File: config.mk
export PLATFORM = sky130hd
export DESIGN_NAME = sac_ram
export DESIGN_NICKNAME = d
export VERILOG_FILES = /design/src/hw/rtl/sac_ram.sv
export SDC_FILE = /design/constraint.sdc
export NUM_CORES = 1
export LEC_CHECK = 0
export ABC_AREA = 0
export BUFFER_PORTS_ARGS = -buffer_cell sky130_fd_sc_hd__buf_4
export CAP_MARGIN = 20
export CORE_UTILIZATION = 40
export CTS_CLUSTER_DIAMETER = 100
export DETAILED_ROUTE_END_ITERATION = 12
export PLACE_DENSITY = 0.54
export SLEW_MARGIN = 20
export SYNTH_ARGS = -nofsm -noshare
export SYNTH_HDL_FRONTEND = slang
export SYNTH_SLANG_ARGS = --single-unit
File: constraint.sdc
create_clock -name clk -period 1.9 [get_ports clk]
set_clock_uncertainty 0.1 [all_clocks]
set_input_delay 0 -clock clk [delete_from_list [all_inputs] [get_ports clk]]
set_output_delay 0 -clock clk [all_outputs]
set_load 0.02 [all_outputs]
File: src/hw/rtl/sac_ram.sv
// ----------------------------------------------------------------------------
// sac_ram: generic single-port-write, single-port-read RAM
// One write and one registered read per cycle; contents are not reset.
// ----------------------------------------------------------------------------
module sac_ram #(
	parameter int WIDTH = 8,
	parameter int DEPTH = 16,
	localparam int AW = (DEPTH > 1) ? $clog2(DEPTH) : 1
) (
	input  logic             clk,
	input  logic             wr_en,
	input  logic [AW-1:0]    wr_addr,
	input  logic [WIDTH-1:0] wr_data,
	input  logic             rd_en,
	input  logic [AW-1:0]    rd_addr,
	output logic [WIDTH-1:0] rd_data
);

	logic [WIDTH-1:0] mem_q [DEPTH];

	// Write port.
	always_ff @(posedge clk) begin
		if (wr_en) begin
			mem_q[wr_addr] <= wr_data;
		end
	end

	// Registered read port; the data holds until the next read.
	always_ff @(posedge clk) begin
		if (rd_en) begin
			rd_data <= mem_q[rd_addr];
		end
	end

endmodule

# Word level (Yosys, flattened, before mapping)
# Memories as Yosys holds them, arrays and structs flattened. A register that Yosys moved wholly into a read port is not among the register bits.
# Cells that the tools add are included.
# W data, S select, Z words.
# word_totals
ff_bits	0
mem_bits_rw	128
inputBits	19
out_inout_bits	8
word_cells	3
memories	1
# op_classes
muxes	2
# mem_list
name	words	width	read_ports	rd_ports_with_merged_regs	wr	line	source
mem_q	16	8	1	1	1	19	logic [WIDTH-1:0] mem_q [DEPTH];
# ops
operator	count
$mux W1	2

# Logic depth before layout (Yosys ltp)
# Gate-level depths: netlist (run 1).
# depth
depth_word	2
depth_mapped	5

# Worst setup path before layout (run 1)
# OpenSTA, ideal clock, no wires.
# synth_timing
path_kind	input port to flip-flop
start	input wr_addr[2]
end	memory mem_q[0][0], enable pin
arrival_ps	1110
slack_ps	307
cell_stages	2
cell_sequence	or3b_2 -> nor3_1
# synth_lines
item	line	source
start, declared	12	input logic [AW-1:0] wr_addr,
end, declared	19	
# No word-level cell before the write port.

# Worst setup path in the final report (run 1)
# layout_timing
start	input wr_addr[2]
end	memory mem_q[0][2], enable pin
# No word-level cell before the write port.

==> results by group, run 1 <==
Status
  – Outcome: complete, no violations

Cells and area
  – Fraction of layout cells with a size suffix above 1: 0.306
  – Antenna cells: 0
  – # fillers: 1,014
  – Register area: 4080 µm²
  – Multi-input gate area in the final layout: 1060 µm²
  – Nets: 314
  – P&R area growth vs syn: 24.4%

Clock network
  – Clock Sinks: 136
  – CTS tree: done
  – Htree depth: 4
  – Reg clk slew, reported paths: 0.05 ns
  – # Post-CTS Setup Buffers: 0
  – CTS Buf Count: 17
  – CTS root buf: clkbuf_16
  – Worst-Skew Late Latency: 0.41 ns
  – Clock buffer depth: 2
  – Post-CTS resize count: 0

Timing
  – Worst Tran Pin Value: 0.525 ns
  – Count of pins over their slew limit: 0
  – Slew HR: 0.649
  – Setup_tns: 0 ns
  – Fin. Hold Viols: 0
  – Worst hold margin: 0.0103 ns
  – Fin crit share: 0.824
  – Final Critical Period: 1.56 ns
  – Setup violators final: 0
  – Fmax: 639 MHz
  – RSZ-0062 raised after global routing: false

Critical path
  – Crit start category: primary input
  – Worst Path Required: 1.90 ns
  – Critical Path Sink Type: flop
  – Arrival @ worst endpoint: 1.57 ns
  – CP Class: primary input to flop
  – Worst-path maximum fanout: 8

Die
  – Initial Util: 0.413
  – Die Footprint: 13,500 µm²
  – Core ar.: 12,700 µm²
  – FP Rows: 41
  – Die H: 116 µm
  – Chip width: 116 µm
  – IO Pins: 27

Synthesis
  – Simple-gate share of the synthesized area: 0.0314
  – Post-synthesis adder-cell area fraction: 0
  – Post-Syn Area: 5230 µm²
  – Most instantiated library cell after synthesis: edfxtp_1
  – Synth cell count leaders: edfxtp_1, mux4_2, a22oi_1, mux4_1, nor2_1
  – Synth unique cells: 18
  – Share of flip-flops with an asynchronous set or reset: 0
  – Post-synthesis mux area share: 0.148
  – Post-synthesis compound-gate area fraction: 0.0230
  – Mean Syn Cell Area: 22.8 µm²
  – Synth Area in XOR/XNOR: 0
  – Mapped Cells: 229
  – Synth top area share: 0.781
  – Syn_nets: 248
  – Synth Register Bits: 136
  – Top area cells in the synthesized netlist: edfxtp_1, mux4_2, mux4_1, a22oi_1, nor2_1
  – Post-synthesis sequential area ratio: 0.781
  – Yosys top cell by area: edfxtp_1
  – Post-synth top flop: edfxtp_1
  – EDFF count, synth: 136
  – Ys Warns: 0
  – Largest family of logic cells by synthesized area: multiplexers

Global routing
  – First-pass GRT wire length: 15.9 mm
  – Largest net degree at the start of global routing: 18
  – GR Overflow Total: 0
  – Initial antenna violation count: 0
  – Total track usage: 0.177
  – Vias in the first global route: 2,602

Placed design
  – GPL Wtd Cong: 0.682
  – Dpl hpwl: 6.63 mm
  – Port Buffers: 26

Detailed routing
  – Number of DRC markers in iteration 0: 177
  – Top sig layer: met4
  – Via/cell ratio: 5.29
  – Total wire length: 10.9 mm
  – DR vias: 2,535
  – Met1 WL: 5.09 mm
  – Routed len/inst: 22.8 µm
  – # DRC: 0
  – TritonRoute pass-1 iters: 4
  – Antenna Violating Nets Remaining: 0
  – Met3 WL: 479 µm
  – WL met2: 5.13 mm

Power
  – Peak VDD IR: 0.454 mV
  – Leakage power: 2.21 nW
  – PwrDens: 1140 nW/µm²

Hold path
  – HP Class: primary input to flop

Run
  – Number of max-cap violations: 0
[final timing paths]
kind	start	cells after the start	slack (ns)	endpoint
worst max-delay path	wr_addr[2]	5	0.34	mem_q[0][2]
worst min-delay path	wr_en	3	0.01	mem_q[9][5]
worst max register to register	mem_q[3][4]	3	0.35	rd_data[4]
worst min register to register	mem_q[4][1]	3	0.63	rd_data[1]
[worst max-delay path, stage by stage]
cell and delay (ns):
dlygate4sd3_1 0.53, buf_4 0.14, or3b_2 0.50, nor3_1 0.15, buf_4 0.24
[cells by family after synthesis]
kind of cell / count (synthesis)
DFF: 136
AOI/OAI and AO/OA: 16
and+or+nand+nor: 35
muxes: 32
buffers and inverters: 10
[metal layers]
| metal | track usage | vias up |
|---|---|---|
| li1 | - | 1115 |
| met1 | 0.244 | 1336 |
| met2 | 0.265 | 68 |
| met3 | 0.0420 | 16 |
| met4 | 0.0889 | 0 |
| met5 | 0 | - |
[timing repair]
action | in CTS | in global routing
hold endpoints to repair | 137 | 0
hold buffers | 10 | 0
setup endpoints to repair | 0 | 0
[layout by cell type (no fill, tap or decap)]
master,netlist,routed
mux4_1,14,14
nand3b_1,2,2
nand2b_1,2,2
nand3_1,1,1
bufinv_16,0,6
and2_1,1,1
nor2_1,13,13
buf_12,0,3
mux4_2,18,18
clkinv_1,0,3
nand2_1,9,9
clkinvlp_4,0,1
edfxtp_1,136,136
buf_4,1,44
a22oi_1,16,16
nor3_1,4,4
clkinv_4,0,3
clkbuf_16,0,17
or3b_2,1,1
nor2b_1,1,1
clkinv_2,0,1
dlygate4sd3_1,0,10
and2b_1,1,1
[layout make-up]
| class | instances | area share |
|---|---|---|
| timing repair buffer | 57 | 0.0754 |
| sequential | 136 | 0.628 |
| multi-input combinational | 83 | 0.163 |
| clock inverter | 14 | 0.0354 |
| tap | 172 | 0.0331 |
| clock buffer | 17 | 0.0654 |
[state kept, by name, indices dropped and copies added (netlist names)]
name	flops
mem_q	128
rd_data	8
[power breakdown]
part | leakage, nW | internal (W) | switching [W]
sequential | 1.24 | 0.00338 | 0.0000192
combinational | 0.662 | 0.000170 | 0.000194
clock | 0.315 | 0.00244 | 0.00118
total | 2.21 | 0.00599 | 0.00139
[stage by stage]
| stage | power [W] | util | instance area [µm²] | setup slack, ns | std cells |
|---|---|---|---|---|---|
| finish | 0.00738 | 0.513 | 6500 | 0.335 | 479 |
| global route | 0.00758 | 0.513 | 6500 | 0.239 | 479 |
| CTS | 0.00744 | 0.513 | 6500 | 0.330 | 479 |
| detailed placement | 0.00382 | 0.454 | 5750 | 0.283 | 438 |
| global placement | 0.00381 | 0.454 | 5750 | 0.280 | 438 |
| floorplan | 0.00365 | - | 5230 | 0.307 | 229 |
Note: power is estimated with default switching activity, not from simulation.
==> run 2, diff against run 1 <==
ABC_AREA = 1   (was 0)
PLACE_DENSITY = 0.56   (was 0.54)
clock period = 1.35 ns   (was 1.9 ns; I/O delays follow)
==> run 2 against run 1 <==
Net effect:
- first-iteration DRC count up 66%
- sequential power rose by 41%
- final area grew 7.8%
- synthesized cell count is 140% higher
- worst setup slack got worse by 0.25 ns
- die area grew 12%
- via count grew 53%
- register-to-register slack got worse by 0.26 ns
- non-clock buffer count increased by 5
- count of clock-buffer cells in the layout grew 1
- combinational power grew 82%
- critical path depth increased by 1
- largest power group is now registers
==> results by group, run 2 <==
Synthesis
  – Ys Warns: 0
  – Mean Syn Cell Area: 10.6 µm²
  – Yosys top cell by area: edfxtp_1
  – Synth top area share: 0.698
  – Share of flip-flops with an asynchronous set or reset: 0
  – Top area cells in the synthesized netlist: edfxtp_1, nand2_1, nand3_1, inv_1, buf_6
  – Post-Syn Area: 5850 µm²
  – Post-synth top flop: edfxtp_1
  – Post-synthesis sequential area ratio: 0.698
  – Syn_nets: 570
  – Synth Register Bits: 136
  – Synth unique cells: 11
  – Synth cell count leaders: nand2_1, edfxtp_1, inv_1, nand3_1, nor2_1
  – Most instantiated library cell after synthesis: nand2_1
  – EDFF count, synth: 136
  – Mapped Cells: 551

Cells and area
  – Max reg flops: 128
  – Core Util, Final: 0.497
  – Top flop regs: mem_q x128, rd_data x8
  – Antenna cells: 0
  – Nets: 627
  – P&R area growth vs syn: 19.9%
  – Fraction of layout cells with a size suffix above 1: 0.124
  – Largest Register: mem_q
  – Most frequent cells in the layout: nand2_1, edfxtp_1, inv_1, nand3_1, buf_4
  – Commonest non-fill, non-tap cell in the layout: nand2_1

Timing
  – Count of pins over their slew limit: 0
  – Setup violators final: 0
  – Fin. Hold Viols: 0
  – Fin crit share: 0.936
  – Setup_tns: 0 ns
  – Final Critical Period: 1.26 ns
  – Worst Tran Pin Value: 0.626 ns
  – RSZ-0062 raised after global routing: false
  – Fmax: 791 MHz
  – Slew HR: 0.582

Hold path
  – WHS Path Cells: 4
  – HP Class: primary input to flop

Power
  – Peak VDD IR: 0.678 mV
  – PwrDens: 1410 nW/µm²
  – Leakage power: 3.02 nW
  – Pwr Total: 0.00990 W

Die
  – IO Pins: 27
  – Core ar.: 14,100 µm²
  – Die Footprint: 15,100 µm²
  – FP Rows: 43
  – Initial Util: 0.415
  – Die H: 123 µm
  – Chip width: 123 µm

Critical path
  – Crit start category: flop
  – Worst Path Required: 1.42 ns
  – Reg2reg path depth: 6
  – Critical Path Sink Type: flop
  – CP Capture Point: rd_data[4]
  – CP Class: flop to flop
  – Arrival @ worst endpoint: 1.33 ns
  – FF-to-FF End: rd_data[4]
  – FF-to-FF setup slack: 0.09 ns
  – Worst-path maximum fanout: 1
  – Crit path launch: mem_q[11][4]
  – Worst reg2reg path startpoint: mem_q[11][4]

Clock network
  – Htree depth: 4
  – Clock buffer depth: 2
  – CTS root buf: clkbuf_16
  – CTS Buf Count: 17
  – Reg clk slew, reported paths: 0.05 ns
  – # Post-CTS Setup Buffers: 0
  – CTS tree: done
  – Clock Sinks: 136
  – Worst-Skew Late Latency: 0.42 ns

Detailed routing
  – DR vias: 3,879
  – Routed len/inst: 16.5 µm
  – TritonRoute pass-1 iters: 6
  – # DRC: 0
  – Antenna Violating Nets Remaining: 0
  – Total wire length: 13.2 mm
  – Number of DRC markers in iteration 0: 294
  – Via/cell ratio: 4.84

Placed design
  – Port Buffers: 26
  – GPL Wtd Cong: 0.808
  – Dpl hpwl: 8.11 mm

Run
  – Number of max-cap violations: 0

Global routing
  – Initial antenna violation count: 0
  – GR Overflow Total: 0
  – Vias in the first global route: 3,661
  – Total track usage: 0.194
  – Largest net degree at the start of global routing: 39
  – First-pass GRT wire length: 20.7 mm

Status
  – Outcome: complete, no violations
run 2: cell count changes after synthesis, moves of 14 or more:
| cell | before | now |
|---|---|---|
| nand2_1 | 9 | 173 |
| inv_1 | 0 | 100 |
| nand3_1 | 1 | 97 |
| mux4_2 | 18 | 0 |
| a22oi_1 | 16 | 0 |
| mux4_1 | 14 | 0 |
run 2: kinds of logic (layout without fill, tap and decap cells):
family / after synthesis / after routing / synth area share
flops: 136 / 136 / 0.698
buf+inv: 126 / 196 / 0.0939
simple gates: 289 / 289 / 0.208
run 2: report_power, final:
| group | internal, W | switching, W |
|---|---|---|
| combinational | 0.000227 | 0.000437 |
| sequential | 0.00476 | 0.0000237 |
| clock | 0.00284 | 0.00162 |
| total | 0.00782 | 0.00208 |
run 2: worst min-delay path by stage:
stage,start,endpoint,slack [ns]
2_1_floorplan,wr_data[0],mem_q[0][0],-0.001
3_3_place_gp,rd_en,rd_data[1],0.22
3_5_place_dp,rd_en,rd_data[1],0.22
4_1_cts,wr_addr[0],mem_q[1][7],0.11
5_1_grt,wr_en,mem_q[0][3],0.16
6_report,wr_en,mem_q[2][7],0.10
run 2: layout make-up:
cell class                 count  area (µm²)
fill                        1289        7090
sequential                   136        4080
multi-input combinational    289        1220
timing repair buffer          62         531
clock buffer                  18         429
inverter                     102         383
tap                          180         225
clock inverter                14         138
run 2: metrics by stage:
| step | instance area, µm² | hold slack [ns] | instances | setup slack [ns] |
|---|---|---|---|---|
| 2_1_floorplan | 5850 | -0.00113 | 551 | 0.299 |
| 3_3_place_gp | 6330 | 0.223 | 758 | 0.00751 |
| 3_5_place_dp | 6330 | 0.225 | 758 | 0.0250 |
| 4_1_cts | 7000 | 0.111 | 801 | 0.0973 |
| 5_1_grt | 7010 | 0.156 | 801 | 0.0307 |
| 6_report | 7010 | 0.104 | 801 | 0.0858 |
run 2: worst max-delay path, cell delays in order (launching register included):
cell and delay, ns:
edfxtp_1 0.36, inv_1 0.06, nand2_1 0.05, nand3_1 0.11
nand3_1 0.12, nand3_1 0.15, nand2_1 0.07
run 2: routing by layer:
metal / track usage / routed length, µm / vias to the layer above
li1: - / - / 1895
met1: 0.273 / 6130 / 1850
met2: 0.291 / 6100 / 115
met3: 0.0369 / 777 / 19
met4: 0.0869 / 243 / 0
met5: 0 / 0 / -
run 2: timing repair:
| action | in CTS | in global routing |
|---|---|---|
| gates resized for setup | 0 | 1 |
| endpoints found under the hold margin | 144 | 0 |
| endpoints found under the setup margin | 0 | 1 |
| hold buffers | 11 | 0 |
